[src/rtl/core/escape_rle_frame_run_decoder_top_defines.svh]
// Assertion macros shared by the run decoder RTL.
// No dependencies; included by the files that carry assertions.
`ifndef ESCAPE_RLE_FRAME_RUN_DECODER_TOP_DEFINES_SVH
`define ESCAPE_RLE_FRAME_RUN_DECODER_TOP_DEFINES_SVH

// Same-cycle implication, checked on every rising clock edge outside reset.
`define ERFRD_ASSERT_NOW(label, clk, rst, ante, cons) \
   label: assert property (@(posedge clk) disable iff (rst) (ante) |-> (cons)) \
      else $error("run decoder assertion failed");

// Next-cycle implication, checked on every rising clock edge outside reset.
`define ERFRD_ASSERT_NEXT(label, clk, rst, ante, cons) \
   label: assert property (@(posedge clk) disable iff (rst) (ante) |=> (cons)) \
      else $error("run decoder assertion failed");

`endif

[src/rtl/core/erfrd_pkg.sv]
// Package for the escape run-length frame run decoder.
// Holds escape codes, fill bytes and field widths; no dependencies.
package erfrd_pkg;

   localparam int BYTE_W   = 8;
   localparam int HI_W     = 8;
   localparam int LO_W     = 7;
   localparam int COUNT_W  = HI_W + LO_W;
   localparam int OFFSET_W = 10;
   localparam int FRAMES_W = 6;

   localparam logic [BYTE_W-1:0] ESC_BLACK  = 8'h55;
   localparam logic [BYTE_W-1:0] ESC_WHITE  = 8'hAA;
   localparam logic [BYTE_W-1:0] FILL_BLACK = 8'h00;
   localparam logic [BYTE_W-1:0] FILL_WHITE = 8'hFF;

   typedef logic [HI_W-1:0] count_hi_type;
   typedef logic [LO_W-1:0] count_lo_type;
   typedef logic [FRAMES_W-1:0] frames_type;

endpackage

[src/rtl/core/erfrd_span.sv]
// Frame position update for one run: new position and frame ends crossed.
// Depends on erfrd_pkg; instantiated by escape_rle_frame_run_decoder_top.
module erfrd_span
   import erfrd_pkg::*;
#(
   parameter int FRAME_BYTES = 1024,
   parameter int POS_W       = 10
) (
   input  logic [POS_W-1:0] start_pos,
   input  count_hi_type     count_hi,
   input  count_lo_type     count_lo,
   output logic [POS_W-1:0] next_pos,
   output frames_type       frames_done
);

   localparam int SUM_W   = POS_W + 2;
   localparam int HI_SPAN = 2 ** LO_W;

   // Quotient and remainder of each count half by the frame size, fixed at build time.
   // Only the low bits of the quotient are kept, as the frame count field wraps.
   frames_type       hi_q_tab [2**HI_W];
   logic [POS_W-1:0] hi_r_tab [2**HI_W];
   frames_type       lo_q_tab [2**LO_W];
   logic [POS_W-1:0] lo_r_tab [2**LO_W];

   for (genvar i = 0; i < 2**HI_W; i++) begin : g_hi_tab
      assign hi_q_tab[i] = FRAMES_W'((i * HI_SPAN) / FRAME_BYTES);
      assign hi_r_tab[i] = POS_W'((i * HI_SPAN) % FRAME_BYTES);
   end

   for (genvar j = 0; j < 2**LO_W; j++) begin : g_lo_tab
      assign lo_q_tab[j] = FRAMES_W'(j / FRAME_BYTES);
      assign lo_r_tab[j] = POS_W'(j % FRAME_BYTES);
   end

   logic [SUM_W-1:0] rem_sum;
   logic [SUM_W-1:0] rem_fold;
   frames_type       carry;

   // The three remainders add to less than three frames, so one compare chain folds them.
   always_comb begin
      rem_sum = SUM_W'(start_pos) + SUM_W'(hi_r_tab[count_hi]) + SUM_W'(lo_r_tab[count_lo]);
      priority if (rem_sum >= SUM_W'(2 * FRAME_BYTES)) begin
         rem_fold = rem_sum - SUM_W'(2 * FRAME_BYTES);
         carry    = FRAMES_W'(2);
      end else if (rem_sum >= SUM_W'(FRAME_BYTES)) begin
         rem_fold = rem_sum - SUM_W'(FRAME_BYTES);
         carry    = FRAMES_W'(1);
      end else begin
         rem_fold = rem_sum;
         carry    = '0;
      end
   end

   assign next_pos    = rem_fold[POS_W-1:0];
   assign frames_done = hi_q_tab[count_hi] + lo_q_tab[count_lo] + carry;

endmodule

[src/rtl/core/escape_rle_frame_run_decoder_top.sv]
// Top level of the escape run-length frame run decoder.
// Depends on erfrd_pkg, erfrd_span and the assertion macro header.

// The decoder takes one byte of an escape-coded run-length stream per item
// on the req_ channel and returns at most one run descriptor per byte on the
// rsp_ channel. A byte other than 0x55 or 0xAA is a literal and yields a run
// of count one. The escape 0x55 opens a run of 0x00 bytes and 0xAA a run of
// 0xFF bytes; the byte after it is zero for the escape byte itself, 1 to 127
// for a short count, or 128 and above for the low seven bits of a long count
// whose high eight bits follow in the next byte. A long count of zero yields
// nothing. Each descriptor carries the byte value, the count, the frame byte
// offset of its first byte and the number of frame ends the run crosses; the
// decoder keeps its own write position in the frame, starting at the top
// left after reset. The block takes one byte per clock cycle while the
// result register is free or being emptied. A byte passes from the input
// register to the result register, where its result, if any, is presented.
// The clock speed is bounded by the frame position loop, which
// combinationally looks up the count halves in two constant tables, adds
// three remainders and folds the sum back into the frame with a two-way
// compare and subtract. While a result waits to be taken, the input
// register can still take one more byte; after that the input stalls until
// the result register is emptied.
`include "escape_rle_frame_run_decoder_top_defines.svh"

module escape_rle_frame_run_decoder_top
   import erfrd_pkg::*;
#(
   parameter int FRAME_WIDTH  = 128,
   parameter int FRAME_HEIGHT = 64
) (
   input  logic                clock,
   input  logic                reset,
   input  logic                req_valid,
   output logic                req_ready,
   input  logic [BYTE_W-1:0]   req_rle_byte,
   output logic                rsp_valid,
   input  logic                rsp_ready,
   output logic [BYTE_W-1:0]   rsp_run_value,
   output logic [COUNT_W-1:0]  rsp_run_count,
   output logic [OFFSET_W-1:0] rsp_start_offset,
   output logic [FRAMES_W-1:0] rsp_frames_done
);

   // Frame size in bytes; a frame narrower than one byte group counts as one byte.
   localparam int FRAME_BYTES_RAW = (FRAME_WIDTH / 8) * FRAME_HEIGHT;
   localparam int FRAME_BYTES     = (FRAME_BYTES_RAW == 0) ? 1 : FRAME_BYTES_RAW;
   localparam int POS_W           = (FRAME_BYTES > 1) ? $clog2(FRAME_BYTES) : 1;
   localparam int EXT_W           = POS_W + OFFSET_W;

   // Input register.
   logic               in_valid_ff, in_valid_in;
   logic [BYTE_W-1:0]  in_byte_ff;

   // Decoder state.
   logic               esc_seen_ff, esc_seen_in;
   logic               esc_white_ff, esc_white_in;
   logic               long_pend_ff, long_pend_in;
   count_lo_type       low_bits_ff, low_bits_in;
   logic [POS_W-1:0]   pos_ff, pos_in;

   // Result register.
   logic               rsp_valid_ff, rsp_valid_in;
   logic [BYTE_W-1:0]  rsp_value_ff;
   logic [COUNT_W-1:0] rsp_count_ff;
   logic [OFFSET_W-1:0] rsp_offset_ff;
   frames_type         rsp_frames_ff;

   logic               advance;
   logic               emit;
   logic [BYTE_W-1:0]  run_value;
   count_hi_type       count_hi;
   count_lo_type       count_lo;
   logic [POS_W-1:0]   span_pos;
   frames_type         span_frames;
   logic [EXT_W-1:0]   pos_ext;

   // The byte in the input register moves on whenever the result register is
   // free or is being emptied in this cycle, even if the byte yields no run.
   assign advance   = in_valid_ff && (!rsp_valid_ff || rsp_ready);
   assign req_ready = !in_valid_ff || advance;

   // Byte decode. Every count is split into a high byte and low seven bits,
   // so literals and short counts simply have a zero high part.
   always_comb begin
      emit         = 1'b0;
      run_value    = in_byte_ff;
      count_hi     = '0;
      count_lo     = count_lo_type'(1);
      esc_seen_in  = esc_seen_ff;
      esc_white_in = esc_white_ff;
      long_pend_in = long_pend_ff;
      low_bits_in  = low_bits_ff;
      priority if (!esc_seen_ff) begin
         if (in_byte_ff == ESC_BLACK || in_byte_ff == ESC_WHITE) begin
            esc_seen_in  = 1'b1;
            esc_white_in = (in_byte_ff == ESC_WHITE);
         end else begin
            emit = 1'b1;
         end
      end else if (!long_pend_ff) begin
         if (in_byte_ff == '0) begin
            // Escaped escape: the escape byte itself, once.
            emit        = 1'b1;
            run_value   = esc_white_ff ? ESC_WHITE : ESC_BLACK;
            esc_seen_in = 1'b0;
         end else if (!in_byte_ff[BYTE_W-1]) begin
            emit        = 1'b1;
            run_value   = esc_white_ff ? FILL_WHITE : FILL_BLACK;
            count_lo    = in_byte_ff[LO_W-1:0];
            esc_seen_in = 1'b0;
         end else begin
            long_pend_in = 1'b1;
            low_bits_in  = in_byte_ff[LO_W-1:0];
         end
      end else begin
         // Second byte of a long count; a count of zero closes the escape silently.
         emit         = (in_byte_ff != '0) || (low_bits_ff != '0);
         run_value    = esc_white_ff ? FILL_WHITE : FILL_BLACK;
         count_hi     = in_byte_ff;
         count_lo     = low_bits_ff;
         esc_seen_in  = 1'b0;
         long_pend_in = 1'b0;
         low_bits_in  = '0;
      end
   end

   erfrd_span #(
      .FRAME_BYTES (FRAME_BYTES),
      .POS_W       (POS_W)
   ) u_span (
      .start_pos   (pos_ff),
      .count_hi    (count_hi),
      .count_lo    (count_lo),
      .next_pos    (span_pos),
      .frames_done (span_frames)
   );

   assign pos_ext = EXT_W'(pos_ff);

   always_comb begin
      in_valid_in = in_valid_ff;
      if (req_valid && req_ready) begin
         in_valid_in = 1'b1;
      end else if (advance) begin
         in_valid_in = 1'b0;
      end
      rsp_valid_in = rsp_valid_ff;
      if (advance) begin
         rsp_valid_in = emit;
      end else if (rsp_ready) begin
         rsp_valid_in = 1'b0;
      end
      pos_in = (advance && emit) ? span_pos : pos_ff;
   end

   always_ff @(posedge clock) begin
      if (reset) begin
         in_valid_ff  <= 1'b0;
         esc_seen_ff  <= 1'b0;
         esc_white_ff <= 1'b0;
         long_pend_ff <= 1'b0;
         low_bits_ff  <= '0;
         pos_ff       <= '0;
         rsp_valid_ff <= 1'b0;
      end else begin
         in_valid_ff  <= in_valid_in;
         rsp_valid_ff <= rsp_valid_in;
         pos_ff       <= pos_in;
         if (advance) begin
            esc_seen_ff  <= esc_seen_in;
            esc_white_ff <= esc_white_in;
            long_pend_ff <= long_pend_in;
            low_bits_ff  <= low_bits_in;
         end
      end
   end

   // Payload registers carry no reset.
   always_ff @(posedge clock) begin
      if (req_valid && req_ready) begin
         in_byte_ff <= req_rle_byte;
      end
      if (advance && emit) begin
         rsp_value_ff  <= run_value;
         rsp_count_ff  <= {count_hi, count_lo};
         rsp_offset_ff <= pos_ext[OFFSET_W-1:0];
         rsp_frames_ff <= span_frames;
      end
   end

   assign rsp_valid        = rsp_valid_ff;
   assign rsp_run_value    = rsp_value_ff;
   assign rsp_run_count    = rsp_count_ff;
   assign rsp_start_offset = rsp_offset_ff;
   assign rsp_frames_done  = rsp_frames_ff;

   // A long count can only be pending inside an escape.
   `ERFRD_ASSERT_NOW(a_long_needs_escape, clock, reset, long_pend_ff, esc_seen_ff)
   // The write position always stays inside the frame.
   `ERFRD_ASSERT_NOW(a_pos_in_frame, clock, reset, 1'b1, 32'(pos_ff) < FRAME_BYTES)
   // No run of count zero ever reaches the output.
   `ERFRD_ASSERT_NOW(a_count_nonzero, clock, reset, rsp_valid_ff, rsp_count_ff != '0)
   // A literal byte outside an escape always yields a result in the next cycle.
   `ERFRD_ASSERT_NEXT(a_literal_emits, clock, reset,
      advance && !esc_seen_ff && in_byte_ff != ESC_BLACK && in_byte_ff != ESC_WHITE,
      rsp_valid_ff)
   // The second byte of a long count always closes the escape.
   `ERFRD_ASSERT_NEXT(a_long_closes, clock, reset, advance && long_pend_ff,
      !esc_seen_ff && !long_pend_ff)

endmodule

[config.mk]
export PLATFORM = sky130hd
export DESIGN_NAME = escape_rle_frame_run_decoder_top
export DESIGN_NICKNAME = d
export VERILOG_FILES = /design/src/rtl/core/erfrd_pkg.sv /design/src/rtl/core/erfrd_span.sv /design/src/rtl/core/escape_rle_frame_run_decoder_top.sv
export VERILOG_INCLUDE_DIRS = /design/src /design/src/rtl/core
export SDC_FILE = /design/constraint.sdc
export NUM_CORES = 1
export LEC_CHECK = 0
export BUFFER_PORTS_ARGS = -buffer_cell sky130_fd_sc_hd__buf_2
export CAP_MARGIN = 20
export CORE_UTILIZATION = 50
export DETAILED_ROUTE_END_ITERATION = 12
export PLACE_DENSITY = 0.84
export SKIP_CTS_REPAIR_TIMING = 1
export SYNTH_ARGS = -nofsm -noshare
export SYNTH_HDL_FRONTEND = slang
export SYNTH_SLANG_ARGS = --single-unit
[constraint.sdc]
create_clock -name clock -period 3.5 [get_ports clock]
set_input_delay 0.35 -clock clock [delete_from_list [all_inputs] [get_ports clock]]
set_output_delay 0.35 -clock clock [all_outputs]
set_load 0.1 [all_outputs]
==> results.md <==
- The core area is between 0.006 and 0.007 sq mm.
- The share of async-settable or async-resettable flops after synthesis is 0%.
- The clock skew is 0.0101 ns.
- The initial antenna violation count is 0.
- sky130_fd_sc_hd__edfxtp_1 is the most common cell in the netlist.
- The tree is rooted in a sky130_fd_sc_hd__clkbuf_8.
- The via count of the first global-routing pass is 2,386.
- Yosys printed 0 warnings.
- The length in cells of the worst reg-to-reg path is 17.
- The final critical path time including I/O delays and setup is between 3 and 4 ns.
- The internal power summed over all cells is 1.20 mW.
- The synthesized design contains between 40 and 50 enable-type register cells.
- After detailed routing, the number of remaining DRC violations is 0.
- The worst endpoint required time is 3.59 ns.
- Routability-driven placement finished with a final weighted congestion of 0.939.
- The average size of a mapped cell is 11.7 sq um.
- After synthesis, the netlist uses 58 different library cells.
- The quantity of I/O buffers inserted on ports is 52.
- For this design the static power due to leakage is about 1.6 nW.
- The number of failing setup endpoints in the final timing report is 0.
- For this run, the top clock speed supported by timing is 292 MHz.
- Dividing the final minimum period by the clock period gives a little over nine tenths.
- Clock tree synthesis inserted a total of 9 buffers.
- The tool flagged a number of max-cap violations equal to 0.
- The clock latency at the later pin of the worst-skew pair is 0.34 ns.
- The die covers 0.00686 sq mm.
- The gate count of the mapped netlist is 278.
- The clock passes through at most 2 buffers.
- The completed layout was analyzed and its total power is around 1.7 mW.
- The worst register-to-register path ends at rsp_frames_done[4]$_DFFE_PP_.
- Headroom to the max-slew limit came out at around 44%.
- Detailed placement ended at an HPWL of 5170 um.
- After detailed placement, the total cell area comes to 0.00367 sq mm.
- Final hold analysis gives a worst-case slack of about 0.18 ns.
- The biggest area consumer among synthesized cells is sky130_fd_sc_hd__edfxtp_1.
- The run finished with clean final reports.
- Using the TritonRoute via totals, the vias-per-cell ratio works out to 5.98.
- The internal reg-to-reg setup slack is 0.08 ns.
- After synthesis, the cell types taking the most area are sky130_fd_sc_hd__edfxtp_1 43%, sky130_fd_sc_hd__dfxtp_1 13%, sky130_fd_sc_hd__ha_1 4.6%.
- The logic gate share of total power is 13.8%.
- The max-slew violation count is 0.
- The first global-routing pass estimated between 10,000 and 15,000 um of wire.
- The type of the worst min-delay path is in2reg.
- The total power divided by cell area is 436 mW/mm^2.
- The first routing iteration left 348 violations.
- The dominant register cell in the synthesized netlist is sky130_fd_sc_hd__edfxtp_1.
- Synthesis produced a netlist with a net count of 303.
- The switching power as a share of total power is 30.5%.
- The critical path starts at in_byte_ff[5]$_DFFE_PP_.
- After synthesis, flip-flops and latches occupy 56.7% of the total area.
- The startpoint of the worst-slack reg-to-reg timing path is in_byte_ff[5]$_DFFE_PP_.
- Relative to the synthesized area, the layout overhead comes to 21.2%.
- The endpoint of the worst setup timing path is rsp_frames_done[4]$_DFFE_PP_.
- For this run, the post-layout net count is 373.
- The worst setup path is captured at a register.
- For this run, the detailed router's first-pass iteration total came to 7.
- The clock group share of total power is 33.4%.
- The portion of synthesized cell area occupied by the leading cell type is 43.2%.
- The net switching power is 0.526 mW.
- Entering global routing, the biggest net connects 41 pins.
- The starting density of the core is 51.7%.
- The total number of placement rows is 29.
- The clock transition at the register clock pins on the worst setup and hold paths after CTS is 0.08 ns.
- The vertical die dimension is approximately 83 um.
- The average detailed-routed wire length per instance is approximately 17 um.
- The highest net fanout along the worst path is 3.
- The final hold violation count came to 0.
- The total via count after detailed routing is 2,572.
- For this run, the share of the core covered by cells in the final layout is 62.7%.
- The total inserted antenna cells is 0.
- The worst setup path is launched from a register.
- The global-route usage over all layers is 22.1%.
- Global routing finished with a remaining overflow of 0.
- The number of top-level pins is 53.
- The register bit count reported by yosys is 69.
- The aggregate routed wire length is 7440 um.
- For the worst setup path, the data arrival time is 3.52 ns.
- Once detail routing completed, the nets flagged for antenna violations numbered 0.
- VDD sags by at most 0.316 mV.
- The floorplan step set the die width to 82.8 um.
- The H-tree generated during clock tree synthesis spans 3 levels.
- The proportion of power drawn by flip-flops and latches is 52.8%.
- The area of the mapped netlist is 0.00327 sq mm.
- TritonCTS built the clock tree.
- For the pin with the worst max-slew slack, the measured transition is roughly 0.83 ns.
- Of the cells placed in the final design, the portion with a size suffix greater than 1 is 32.6%.
- The critical path in this run is classified as reg2reg.
- The finished cells cover about 0.004 sq mm.
- The TritonCTS sink count is 69.
- By count the netlist is led by 47 x sky130_fd_sc_hd__edfxtp_1, 22 x sky130_fd_sc_hd__dfxtp_1, 20 x sky130_fd_sc_hd__a21oi_1.
-- layout make-up --
cell class | count | area, sq um
clock buffers | 9 | 124
clock inverters | 7 | 50.0
fillers | 519 | 2360
inverters | 9 | 33.8
multi-input cells | 186 | 1380
flip-flops and latches | 69 | 1850
well taps | 77 | 96.3
repair buffers | 73 | 418
-- power by group through the flow --
stage | logic, mW | clock network (mW) | registers (mW)
2_1_floorplan | 0.0531 | 0 | 1.06
3_3_place_gp | 0.230 | 0 | 0.927
3_5_place_dp | 0.233 | 0 | 0.930
4_1_cts | 0.233 | 0.583 | 0.911
5_1_grt | 0.245 | 0.617 | 0.914
6_report | 0.238 | 0.576 | 0.911
-- flip-flops by register name, summed over array words and instances (netlist names) --
name / count
in_valid_ff: 1
esc_seen_ff: 1
in_byte_ff: 8
pos_ff: 10
low_bits_ff: 7
rsp_start_offset: 10
esc_white_ff: 1
rsp_frames_done: 6
rsp_valid: 1
rsp_run_value: 8
rsp_run_count: 15
long_pend_ff: 1
-- logic make-up (layout without fill, tap and decap cells) --
kind of cell	after synthesis	after routing	share of synthesized area, %
AO/OA/AOI/OAI	72	72	15.5
buffers and inverters	23	98	3.33
flip-flops	69	69	56.7
adder cells (fa/ha/maj)	13	13	5.21
XOR/XNOR	6	6	1.61
AND/OR/NAND/NOR	95	95	17.7
-- critical path, cell delays in order, from the launching register on --
cell and delay, ns:
sky130_fd_sc_hd__edfxtp_1 0.44, sky130_fd_sc_hd__nor4_4 0.34, sky130_fd_sc_hd__nand2_2 0.10, sky130_fd_sc_hd__a32o_1 0.25, sky130_fd_sc_hd__nand2_2 0.10, sky130_fd_sc_hd__ha_4 0.13
sky130_fd_sc_hd__inv_1 0.06, sky130_fd_sc_hd__fa_2 0.41, sky130_fd_sc_hd__nor2b_2 0.14, sky130_fd_sc_hd__o21bai_1 0.10, sky130_fd_sc_hd__a21oi_1 0.18, sky130_fd_sc_hd__a2111o_1 0.11
sky130_fd_sc_hd__a21o_1 0.18, sky130_fd_sc_hd__ha_4 0.18, sky130_fd_sc_hd__ha_4 0.14, sky130_fd_sc_hd__nand3_2 0.08, sky130_fd_sc_hd__xor2_1 0.17, sky130_fd_sc_hd__nor2_1 0.06
-- through the flow --
step | setup slack (ns) | setup TNS, ns | std cells
6_report | 0.0765 | 0 | 430
5_1_grt | -0.0414 | -0.0414 | 430
4_1_cts | -0.0831 | -0.0831 | 426
3_5_place_dp | -0.0673 | -0.0673 | 410
3_3_place_gp | 0.102 | 0 | 410
2_1_floorplan | 0.0643 | 0 | 278
-- worst min path at each step --
stage	start	endpoint	slack [ns]	depth (start not counted)
finish	req_rle_byte[5]	in_byte_ff[5]$_DFFE_PP_	0.18	1
global route	req_rle_byte[0]	in_byte_ff[0]$_DFFE_PP_	0.17	1
CTS	req_rle_byte[0]	in_byte_ff[0]$_DFFE_PP_	0.17	1
detailed placement	pos_ff[7]$_SDFFE_PP0P_	rsp_start_offset[7]$_DFFE_PP_	0.45	0
global placement	pos_ff[7]$_SDFFE_PP0P_	rsp_start_offset[7]$_DFFE_PP_	0.45	0
floorplan	pos_ff[5]$_SDFFE_PP0P_	rsp_start_offset[5]$_DFFE_PP_	0.43	0
-- per-layer routing --
layer | up-vias | global-route usage (%) | share of wire [%]
met2 | 157 | 31.7 | 46
met4 | 0 | 13.2 | 4.2
met1 | 1192 | 30.3 | 41
li1 | 1201 | - | -
met3 | 22 | 5.67 | 9.0
met5 | - | 0 | 0
-- cell usage in the layout, fill, tap and decap left out, types with 7 or more instances in the layout --
| master | count |
|---|---|
| sky130_fd_sc_hd__a21oi_1 | 20 |
| sky130_fd_sc_hd__a22oi_1 | 8 |
| sky130_fd_sc_hd__and3_1 | 9 |
| sky130_fd_sc_hd__buf_2 | 52 |
| sky130_fd_sc_hd__buf_4 | 21 |
| sky130_fd_sc_hd__clkbuf_8 | 9 |
| sky130_fd_sc_hd__dfxtp_1 | 22 |
| sky130_fd_sc_hd__edfxtp_1 | 47 |
| sky130_fd_sc_hd__ha_1 | 7 |
| sky130_fd_sc_hd__inv_1 | 8 |
| sky130_fd_sc_hd__nand2_1 | 13 |
| sky130_fd_sc_hd__nand3_1 | 14 |
| sky130_fd_sc_hd__nor2_1 | 18 |
| sky130_fd_sc_hd__o21ai_0 | 10 |
Note: power is estimated with default switching activity, not from simulation.
